### config.mk
export PLATFORM = sky130hd
export DESIGN_NAME = bounded_deque
export DESIGN_NICKNAME = d
export VERILOG_FILES = /design/src/bdq_pkg.sv /design/src/bdq_cell.sv /design/src/bdq_ctrl.sv /design/src/bounded_deque.sv
export SDC_FILE = /design/constraint.sdc
export NUM_CORES = 2
export LEC_CHECK = 0
export ABC_AREA = 0
export BUFFER_PORTS_ARGS = -buffer_cell sky130_fd_sc_hd__clkbuf_2
export CORE_MARGIN = 1.5
export CORE_UTILIZATION = 45
export DETAILED_ROUTE_END_ITERATION = 10
export GPL_TIMING_DRIVEN = 1
export HOLD_SLACK_MARGIN = 0.02
export PLACE_DENSITY = 0.59
export SKIP_CTS_REPAIR_TIMING = 1
export SLEW_MARGIN = 0
export SYNTH_ARGS = -nofsm -noshare
export SYNTH_HDL_FRONTEND = slang
export SYNTH_SLANG_ARGS = --single-unit
### constraint.sdc
create_clock -name clk -period 9 [get_ports clk]
set_input_delay 0.45 -clock clk [delete_from_list [all_inputs] [get_ports clk]]
set_output_delay 0.45 -clock clk [all_outputs]
set_load 0.005 [all_outputs]
### src/bdq_pkg.sv
// Shared types and constants for the bounded deque.
`default_nettype none

package bdq_pkg;

  localparam int DEPTH  = 64;
  localparam int WORD_W = 32;
  localparam int IDX_W  = (DEPTH > 1) ? $clog2(DEPTH) : 1;
  localparam int OCC_W  = 7;
  localparam int OP_W   = 3;
  localparam int STAT_W = 2;

  typedef logic signed [WORD_W-1:0] word_t;
  typedef logic [IDX_W-1:0]         idx_t;
  typedef logic [OCC_W-1:0]         occ_t;

  typedef enum logic [OP_W-1:0] {
    OP_PUSH_FRONT = 3'd0,
    OP_PUSH_REAR  = 3'd1,
    OP_POP_FRONT  = 3'd2,
    OP_POP_REAR   = 3'd3,
    OP_DUMP       = 3'd4
  } op_t;

  typedef enum logic [STAT_W-1:0] {
    STAT_OK    = 2'd0,
    STAT_EMPTY = 2'd1,
    STAT_FULL  = 2'd2
  } status_t;

  typedef enum logic [1:0] {
    S_IDLE,
    S_ROT,
    S_DUMP
  } state_t;

  // What every cell of the row does in a cycle.
  typedef enum logic [2:0] {
    CELL_HOLD,
    CELL_INSERT,
    CELL_REMOVE,
    CELL_ROTATE,
    CELL_APPEND
  } cell_op_t;

  typedef struct packed {
    cell_op_t op;
    occ_t     count;
  } cell_cmd_t;

endpackage

`default_nettype wire

### src/bdq_cell.sv
// One storage cell of the deque row.
`default_nettype none

module bdq_cell (
  input  wire logic               clk,
  input  wire bdq_pkg::cell_cmd_t cmd,
  input  wire bdq_pkg::idx_t      idx,
  input  wire bdq_pkg::word_t     push_value,
  input  wire bdq_pkg::word_t     prev_word,
  input  wire bdq_pkg::word_t     next_word,
  input  wire bdq_pkg::word_t     head_word,
  output bdq_pkg::word_t          word
);

  bdq_pkg::word_t word_next;
  logic           is_last;
  logic           is_tail;

  assign is_tail = (bdq_pkg::occ_t'(idx) == cmd.count);
  assign is_last = ((bdq_pkg::occ_t'(idx) + bdq_pkg::occ_t'(1)) == cmd.count);

  always_comb begin
    case (cmd.op)
      bdq_pkg::CELL_INSERT: word_next = prev_word;
      bdq_pkg::CELL_REMOVE: word_next = next_word;
      // wrap the head word around to the last occupied cell
      bdq_pkg::CELL_ROTATE: word_next = is_last ? head_word : next_word;
      bdq_pkg::CELL_APPEND: word_next = is_tail ? push_value : word;
      default:              word_next = word;
    endcase
  end

  always_ff @(posedge clk) begin
    word <= word_next;
  end

endmodule

`default_nettype wire

### src/bdq_ctrl.sv
// Sequencer for the deque: decodes requests, drives the cell row, holds results.
`default_nettype none

module bdq_ctrl (
  input  wire logic                     clk,
  input  wire logic                     rst,
  input  wire logic                     in_valid,
  output logic                          in_stall,
  input  wire logic [bdq_pkg::OP_W-1:0] op,
  input  wire bdq_pkg::word_t           head_word,
  output bdq_pkg::cell_cmd_t            cmd,
  output logic                          out_valid,
  input  wire logic                     out_stall,
  output bdq_pkg::word_t                out_value,
  output logic [bdq_pkg::STAT_W-1:0]    status,
  output bdq_pkg::occ_t                 occupancy,
  output logic                          last
);

  bdq_pkg::state_t  state, state_next;
  bdq_pkg::occ_t    count, count_next;
  bdq_pkg::idx_t    step, step_next;
  bdq_pkg::cell_op_t cell_op;

  logic             can_emit;
  logic             accept;
  logic             emit;
  bdq_pkg::word_t   e_value;
  bdq_pkg::status_t e_status;
  logic             e_last;
  logic             step_at_end;

  assign can_emit    = !out_valid || !out_stall;
  assign in_stall    = (state != bdq_pkg::S_IDLE) || !can_emit;
  assign accept      = in_valid && !in_stall;
  assign step_at_end = (bdq_pkg::occ_t'(step) == (count - bdq_pkg::occ_t'(1)));

  assign cmd.op    = cell_op;
  assign cmd.count = count;

  always_comb begin
    state_next = state;
    count_next = count;
    step_next  = step;
    cell_op    = bdq_pkg::CELL_HOLD;
    emit       = 1'b0;
    e_value    = '0;
    e_status   = bdq_pkg::STAT_OK;
    e_last     = 1'b1;
    case (state)
      bdq_pkg::S_IDLE: begin
        if (accept) begin
          case (bdq_pkg::op_t'(op))
            bdq_pkg::OP_PUSH_FRONT, bdq_pkg::OP_PUSH_REAR: begin
              emit = 1'b1;
              if (count == bdq_pkg::occ_t'(bdq_pkg::DEPTH)) begin
                e_status = bdq_pkg::STAT_FULL;
              end else begin
                cell_op    = (bdq_pkg::op_t'(op) == bdq_pkg::OP_PUSH_FRONT) ?
                             bdq_pkg::CELL_INSERT : bdq_pkg::CELL_APPEND;
                count_next = count + bdq_pkg::occ_t'(1);
              end
            end
            bdq_pkg::OP_POP_FRONT: begin
              emit = 1'b1;
              if (count == '0) begin
                e_status = bdq_pkg::STAT_EMPTY;
              end else begin
                e_value    = head_word;
                cell_op    = bdq_pkg::CELL_REMOVE;
                count_next = count - bdq_pkg::occ_t'(1);
              end
            end
            bdq_pkg::OP_POP_REAR: begin
              if (count == '0) begin
                emit     = 1'b1;
                e_status = bdq_pkg::STAT_EMPTY;
              end else if (count == bdq_pkg::occ_t'(1)) begin
                emit       = 1'b1;
                e_value    = head_word;
                cell_op    = bdq_pkg::CELL_REMOVE;
                count_next = '0;
              end else begin
                state_next = bdq_pkg::S_ROT;
                step_next  = '0;
              end
            end
            bdq_pkg::OP_DUMP: begin
              if (count == '0) begin
                emit     = 1'b1;
                e_status = bdq_pkg::STAT_EMPTY;
              end else begin
                state_next = bdq_pkg::S_DUMP;
                step_next  = '0;
              end
            end
            default: begin
            end
          endcase
        end
      end
      bdq_pkg::S_ROT: begin
        // rotate until the rear word sits in the head cell, then pop it
        if (step_at_end) begin
          if (can_emit) begin
            emit       = 1'b1;
            e_value    = head_word;
            cell_op    = bdq_pkg::CELL_REMOVE;
            count_next = count - bdq_pkg::occ_t'(1);
            state_next = bdq_pkg::S_IDLE;
          end
        end else begin
          cell_op   = bdq_pkg::CELL_ROTATE;
          step_next = step + bdq_pkg::idx_t'(1);
        end
      end
      bdq_pkg::S_DUMP: begin
        // emit the head and rotate; a full turn restores the order
        if (can_emit) begin
          emit      = 1'b1;
          e_value   = head_word;
          e_last    = step_at_end;
          cell_op   = bdq_pkg::CELL_ROTATE;
          step_next = step + bdq_pkg::idx_t'(1);
          if (step_at_end) begin
            state_next = bdq_pkg::S_IDLE;
          end
        end
      end
      default: begin
        state_next = bdq_pkg::S_IDLE;
      end
    endcase
  end

  always_ff @(posedge clk) begin
    if (rst) begin
      state     <= bdq_pkg::S_IDLE;
      count     <= '0;
      step      <= '0;
      out_valid <= 1'b0;
    end else begin
      state <= state_next;
      count <= count_next;
      step  <= step_next;
      if (emit) begin
        out_valid <= 1'b1;
      end else if (!out_stall) begin
        out_valid <= 1'b0;
      end
    end
  end

  always_ff @(posedge clk) begin
    if (emit) begin
      out_value <= e_value;
      status    <= e_status;
      occupancy <= count_next;
      last      <= e_last;
    end
  end

  a_count_bound: assert property (@(posedge clk) disable iff (rst)
    count <= bdq_pkg::occ_t'(bdq_pkg::DEPTH))
    else $error("stored count above depth");

  a_rot_needs_two: assert property (@(posedge clk) disable iff (rst)
    state == bdq_pkg::S_ROT |-> count >= bdq_pkg::occ_t'(2))
    else $error("rear rotation with fewer than two words");

  a_dump_step: assert property (@(posedge clk) disable iff (rst)
    state == bdq_pkg::S_DUMP |-> bdq_pkg::occ_t'(step) < count)
    else $error("dump step past the stored words");

  a_no_emit_when_blocked: assert property (@(posedge clk) disable iff (rst)
    out_valid && out_stall |-> !emit)
    else $error("result produced over a stalled one");

  a_count_moves_by_one: assert property (@(posedge clk) disable iff (rst)
    count != count_next |-> emit && (cell_op == bdq_pkg::CELL_INSERT ||
      cell_op == bdq_pkg::CELL_APPEND || cell_op == bdq_pkg::CELL_REMOVE))
    else $error("count changed without a push or pop");

endmodule

`default_nettype wire

### src/bounded_deque.sv
// Top level of the bounded deque: sequencer plus a row of storage cells.
//
// A bounded double-ended queue of signed 32-bit words, DEPTH entries deep.
// Input request (in_valid/in_stall): op and push_value. Result channel
// (out_valid/out_stall): out_value, status, occupancy, last. A request or
// result is taken at a rising edge where valid is high and stall is low.
// The words sit in a row of cells, front word in cell 0. Push front shifts
// the row toward the rear, pop front shifts it toward the front, push rear
// writes the first free cell. A rotation moves every occupied cell one
// place toward the front and wraps cell 0 to the last occupied cell.
// Push, pop front and pop rear of a single word: requests are taken back to
// back while the result channel does not stall, result in the cycle after accept.
// Pop rear with N >= 2 words: an accept step, N-1 rotations, then the pop,
// which gives the result; no new request is taken until it is done.
// Dump with N words: an accept step, then one word per cycle while the result
// channel does not stall, N words in all, rotating the row so that it ends in
// its original order; last marks the final word. Bad op codes are dropped with no result.
// Reset clears the count and the sequencer; cell contents are not cleared.
// While out_stall holds a result, in_stall stays high; a rear pop keeps
// rotating and waits only at its final pop, a dump holds in place.
`default_nettype none

module bounded_deque (
  input  wire logic                         clk,
  input  wire logic                         rst,
  input  wire logic                         in_valid,
  output logic                              in_stall,
  input  wire logic [bdq_pkg::OP_W-1:0]     op,
  input  wire logic signed [bdq_pkg::WORD_W-1:0] push_value,
  output logic                              out_valid,
  input  wire logic                         out_stall,
  output logic signed [bdq_pkg::WORD_W-1:0] out_value,
  output logic [bdq_pkg::STAT_W-1:0]        status,
  output logic [bdq_pkg::OCC_W-1:0]         occupancy,
  output logic                              last
);

  bdq_pkg::cell_cmd_t cmd;
  bdq_pkg::word_t     words [bdq_pkg::DEPTH];

  // sequencer: request decode, counts, result register
  bdq_ctrl u_ctrl (
    .clk       (clk),
    .rst       (rst),
    .in_valid  (in_valid),
    .in_stall  (in_stall),
    .op        (op),
    .head_word (words[0]),
    .cmd       (cmd),
    .out_valid (out_valid),
    .out_stall (out_stall),
    .out_value (out_value),
    .status    (status),
    .occupancy (occupancy),
    .last      (last)
  );

  // row of cells: each sees its neighbors and the head cell
  for (genvar gi = 0; gi < bdq_pkg::DEPTH; gi++) begin : g_cell
    bdq_pkg::word_t prev_w;
    bdq_pkg::word_t next_w;

    if (gi == 0) begin : g_first
      assign prev_w = push_value;
    end else begin : g_mid
      assign prev_w = words[gi-1];
    end

    if (gi == bdq_pkg::DEPTH - 1) begin : g_end
      assign next_w = '0;
    end else begin : g_inner
      assign next_w = words[gi+1];
    end

    bdq_cell u_cell (
      .clk        (clk),
      .cmd        (cmd),
      .idx        (bdq_pkg::idx_t'(gi)),
      .push_value (push_value),
      .prev_word  (prev_w),
      .next_word  (next_w),
      .head_word  (words[0]),
      .word       (words[gi])
    );
  end

endmodule

`default_nettype wire
# Word-level counts from Yosys, hierarchy flattened
# Index checks and enable logic that the tools add are counted.
# totals
reg_bits,2106
latchBits,0
ramBits,0
rom_bits,0
in_bits,39
out_inout_bits,44
elab_cells,563
memories,0
# op_classes
n_addsub,3
n_mul,0
div_mod_pow,0
n_lt_le_gt_ge,0
eq_ne,153
shifts,0
n_mux,251
bitwise,0
reduce_logical,84
# op_table
cell,n
32-bit case mux with 4 select lines,64
32-bit two-way mux,134
"6-bit by 7-bit == test with 1-bit output, first input constant",32
"2-bit by 1-bit != test with 1-bit output, second input constant",70
2-bit AND reduction,65
"5-bit by 7-bit == test with 1-bit output, first input constant",16
32-bit case mux with 3 select lines,1
32-bit case mux with 2 select lines,1
"4-bit by 7-bit == test with 1-bit output, first input constant",8
7-bit two-way mux,7
6-bit two-way mux,6
"3-bit by 7-bit == test with 1-bit output, first input constant",4
2-bit two-way mux,14
7-bit case mux with 3 select lines,1
3-bit case mux with 3 select lines,2
6-bit case mux with 3 select lines,1
"2-bit by 7-bit == test with 1-bit output, first input constant",2
7-bit case mux with 2 select lines,1
"3-bit by 2-bit == test with 1-bit output, second input constant",4
3-bit two-way mux,4
"3-bit != test, second input constant",4
6-bit case mux with 2 select lines,1
1-bit two-way mux,9
9-bit AND reduction,1
29 further kinds,39

# Logic depth before layout (Yosys ltp)
# depth
depth_word,11
mapped_depth,16
ltp_nobuf,9

# Modules after synthesis
# Synthesis repeated with hierarchy kept, for this count alone.
# unflattened
cells_unflattened,23803
hier_area_um2,201569.6
# by_module_without_submodules
module,n_inst,cells_per_inst,area_each_um2,seq_area_each_um2
bdq_cell,64,366,3093.0,960.9
bdq_ctrl,1,377,3612.2,1581.5
bounded_deque,1,2,7.5,0.0

# Worst setup path before layout
# No wires, ideal clock.
# synth_path
path_type,reg-to-reg
from,register u_ctrl.count[0]
to,register g_cell[32].u_cell.word[0] (enable)
arrival_time_ps,5293
required_ps,8534
setup_slack_ps,3241
stages_incl_launch_ff,14
n_path_buf,5
period_less_slack_ps,5759
cell_sequence,dfxtp_1 buf_2 inv_1 ha_1 buf_2 or3b_2 buf_4 o21ai_4 a211oi_4 or4b_2 or2_2 clkbuf_1 clkbuf_1 o21ai_0
# synth_via
elab_chain_len,9
# synth_rtl
element,line_no,source
start: declaration,bdq_ctrl.sv:21,"bdq_pkg::occ_t count, count_next;"
start signal: assignment,bdq_ctrl.sv:144,count <= count_next;
"parallel branches: the longest is 8 deep, another holds 7-bit by 1-bit subtractor with 7-bit output",n/a,
2-bit AND reduction (no source line) *,n/a,
end signal: assignment,bdq_cell.sv:34,word <= word_next;
end: declaration,bdq_cell.sv:12,output bdq_pkg::word_t word
# Mark *: on every way between the ends.
# A chain may end at the register's enable or synchronous reset.

# Final worst setup path
# layout_path
from,register u_ctrl.count[1]
to,"register g_cell[47].u_cell.word[24], data pin"
# layout_via
elab_chain_len,8
# layout_rtl
element,line_no,source
"parallel branches: the longest is 7 deep, another holds 7-bit by 1-bit subtractor with 7-bit output",n/a,
32-bit case mux with 4 select lines *,bdq_cell.sv:23,case (cmd.op)
net g_cell[47].u_cell.word_next[24],bdq_cell.sv:15,bdq_pkg::word_t word_next;
end signal: assignment,bdq_cell.sv:34,
end: declaration,bdq_cell.sv:12,
# Mark *: on every way through the listed nets, which the timed path passes.

==> impl_metrics.py <==
metrics = {
    "placement": {
        "post_dp_cell_area_um2": 114000,
        "gp_congestion": 0.929,
        "portBuffers": 82,
        "hpwl_um": 262000,
        "dp_cells": 12300,
    },
    "grt": {
        "grt_start_max_net_pins": 301,
        "grt_pass1_wl_um": 612000,
        "gr-total-overflow": 0,
        "antenna_found_initial": 6,
        "grt_pass1_vias": 84400,
        "track_usage": 0.331,
    },
    "timing": {
        "worstMarginPinSlew_ns": 1.60,
        "finalHoldViolations": 0,
        "final.setup.tns_ns": 0,
        "finalCritPeriodShare": 0.617,
        "max_freq_mhz": 180,
        "drv_slew": 120,
        "finalClockSkew_ns": 0.0440,
        "slew_headroom": -0.0636,
        "finalSetupViolCount": 0,
        "rsz0062_at_grt": "false",
        "min_period_ns": 5.55,
    },
    "floorplan": {
        "die-width_um": 501,
        "die_area_um2": 251000,
        "rows": 182,
        "num_io_pins": 83,
        "initial_core_util": 0.453,
        "coreArea_um2": 246000,
        "dieHeight_um": 501,
    },
    "synth": {
        "netlist-cell-type-count": 67,
        "ys_seq_elements": 2106,
        "synth-edff-count": 2090,
        "ys_seq_area_frac": 0.565,
        "postSynthAreaPerCell_um2": 11.5,
        "syn_nets": 9796,
        "synth_ff_type": "edfxtp_1",
        "synthArstFlopShare": 0,
        "syn_area_um2": 112000,
        "yosysWarnings": 0,
        "synthCells": 9746,
    },
    "clocking": {
        "clkLatencyLatePin_ns": 0.92,
        "htree_levels": 4,
        "clock-root-buffer": "clkbuf_16",
        "clock-sinks": 2106,
        "cts_tree": "yes",
        "path_clk_slew_ns": 0.07,
        "numCtsBuffers": 228,
        "cts_buffer_depth": 3,
    },
    "worst_setup_path": {
        "max_stage_delay_ns": 0.73,
        "worstPathMaxFanout": 268,
        "endpoint_kind": "flip-flop",
        "critPathMostFrequentCell": "buf_12",
        "crit_chain": "inv_1, ha_1, or3b_2, xnor2_1, nand4_1, o21ai_4, a21o_4, buf_12, buf_12, o21ai_0",
        "crit_path_start_kind": "flip-flop",
        "worstPathArrival_ns": 6.13,
        "worstPathRequired_ns": 9.58,
        "worstSetupPathType": "reg2reg",
        "cpMaxStageDelayCell": "o21ai_4",
    },
    "drt": {
        "drt_iter0_drc": 13000,
        "firstDrtPassIters": 6,
        "wl_per_cell_um": 33.8,
        "vias": 86800,
        "antenna_left": 0,
        "routed_wl_um": 429000,
        "drc": 0,
        "avgViaCountPerCell": 6.82,
    },
    "finish": {
        "nets": 9255,
        "area_growth_pct": 9.17,
        "layout-drive-gt1-share": 0.0905,
        "fin_util": 0.495,
        "layout_commonest_cell": "edfxtp_1",
        "most-common-layout-cells": "2,090 x edfxtp_1, 1,966 x a21oi_1, 1,922 x mux2i_1, 1,544 x o21ai_0, 396 x o21ai_1",
        "multi_input_area_um2": 44100,
        "nFillCells": 21900,
        "stdcell_count": 12700,
        "fin_area_um2": 122000,
        "ff_latch_area_um2": 63100,
    },
    "power_and_ir_drop": {
        "powerDensity_nw_per_um2": 353,
        "power_uw": 43000,
        "leakage_uw": 0.0354,
        "ir_worst_vdd_uv": 350,
    },
    "run_status": {
        "status": "finished with violations",
        "violations": "slew limit",
    },
    "worst_hold_path": {
        "min_path_type": "in2reg",
    },
    "run": {
        "drv_cap": 0,
    },
}
registers in the layout, summed over array words and instances, names as in the netlist:
name                count
u_ctrl.state            2
u_ctrl.out_valid        1
u_ctrl.out_value       32
u_ctrl.status           2
u_ctrl.occupancy        7
u_ctrl.count            7
u_ctrl.step             6
u_ctrl.last             1
g_cell.u_cell.word   2048
layout make-up:
cell class	instances	area share
inverters	74	0.00228
multi-input cells	6420	0.362
well taps	3312	0.0340
clock buffers	293	0.0492
clock inverters	134	0.0103
flip-flops and latches	2106	0.518
repair buffers	375	0.0244
diodes	10	0.000205
cell families (layout without fill, tap and decap cells):
group	after synthesis	in the layout	share of synthesized area
AND/OR/NAND/NOR	297	297	0.0132
multiplexers	1924	1924	0.173
flip-flops	2106	2106	0.565
buffers and inverters	1220	876	0.0502
adder cells (fa/ha/maj)	11	11	0.00123
XOR/XNOR	12	12	0.000941
AO/OA/AOI/OAI	4176	4176	0.197
other	0	10	0
worst max-delay path: cells and delay by family (launching register included):
| kind | cells | cell delay (ns) |
|---|---|---|
| adder cells (fa/ha/maj) | 1 | 0.37 |
| AND/OR/NAND/NOR | 2 | 0.77 |
| AO/OA/AOI/OAI | 3 | 1.73 |
| flip-flops | 1 | 0.40 |
| XOR/XNOR | 1 | 0.22 |
| buffers and inverters | 3 | 1.21 |
Yosys cell counts (8+ instances only):
master	count	area (µm²)
nor2_1	25	93.8
buf_4	20	150
edfxtp_1	2090	62800
buf_1	137	514
inv_1	74	278
buf_6	66	743
o221ai_1	32	280
a221o_1	66	661
o21ai_0	1602	8020
clkbuf_1	563	2110
and2_1	67	419
a21oi_1	1968	9850
nand3_1	18	90.1
a211oi_2	60	751
nor2b_1	8	50.1
buf_2	359	1800
xnor2_1	9	78.8
dfxtp_1	16	320
nand2_1	134	503
o21ai_1	401	2010
ha_1	11	138
mux2i_1	1922	19200
where the power goes:
group          switching, µW  leakage [µW]  internal, µW
Clock                   4230       0.00352          5150
Combinational          10500        0.0124          4130
Sequential              2350        0.0194         16600
final timing paths:
path	startpoint	endpoint	slack [ns]	cells after the start
worst min register to register	u_ctrl.step[5]	u_ctrl.step[5]	0.52	2
worst max-delay path	u_ctrl.count[1]	g_cell[47].u_cell.word[24]	3.45	10
worst min-delay path	op[2]	u_ctrl.status[1]	0.13	2
worst max register to register	u_ctrl.count[1]	g_cell[47].u_cell.word[24]	3.45	10
metal layers:
| layer | up-vias | share of wire | track usage |
|---|---|---|---|
| met2 | 5979 | 0.43 | 0.476 |
| li1 | 36000 | - | - |
| met5 | - | 0.000098 | 0.00116 |
| met3 | 1022 | 0.12 | 0.0771 |
| met4 | 2 | 0.052 | 0.162 |
| met1 | 43900 | 0.41 | 0.469 |
stage by stage:
step,setup WS (ns),hold WS (ns)
after detailed placement,3.72,0.504
after global routing,3.22,0.109
after CTS,3.65,-0.235
final,3.45,0.131
after global placement,3.77,0.507
after floorplan,3.24,0.470
No activity file was read; power rests on OpenSTA's default activity.
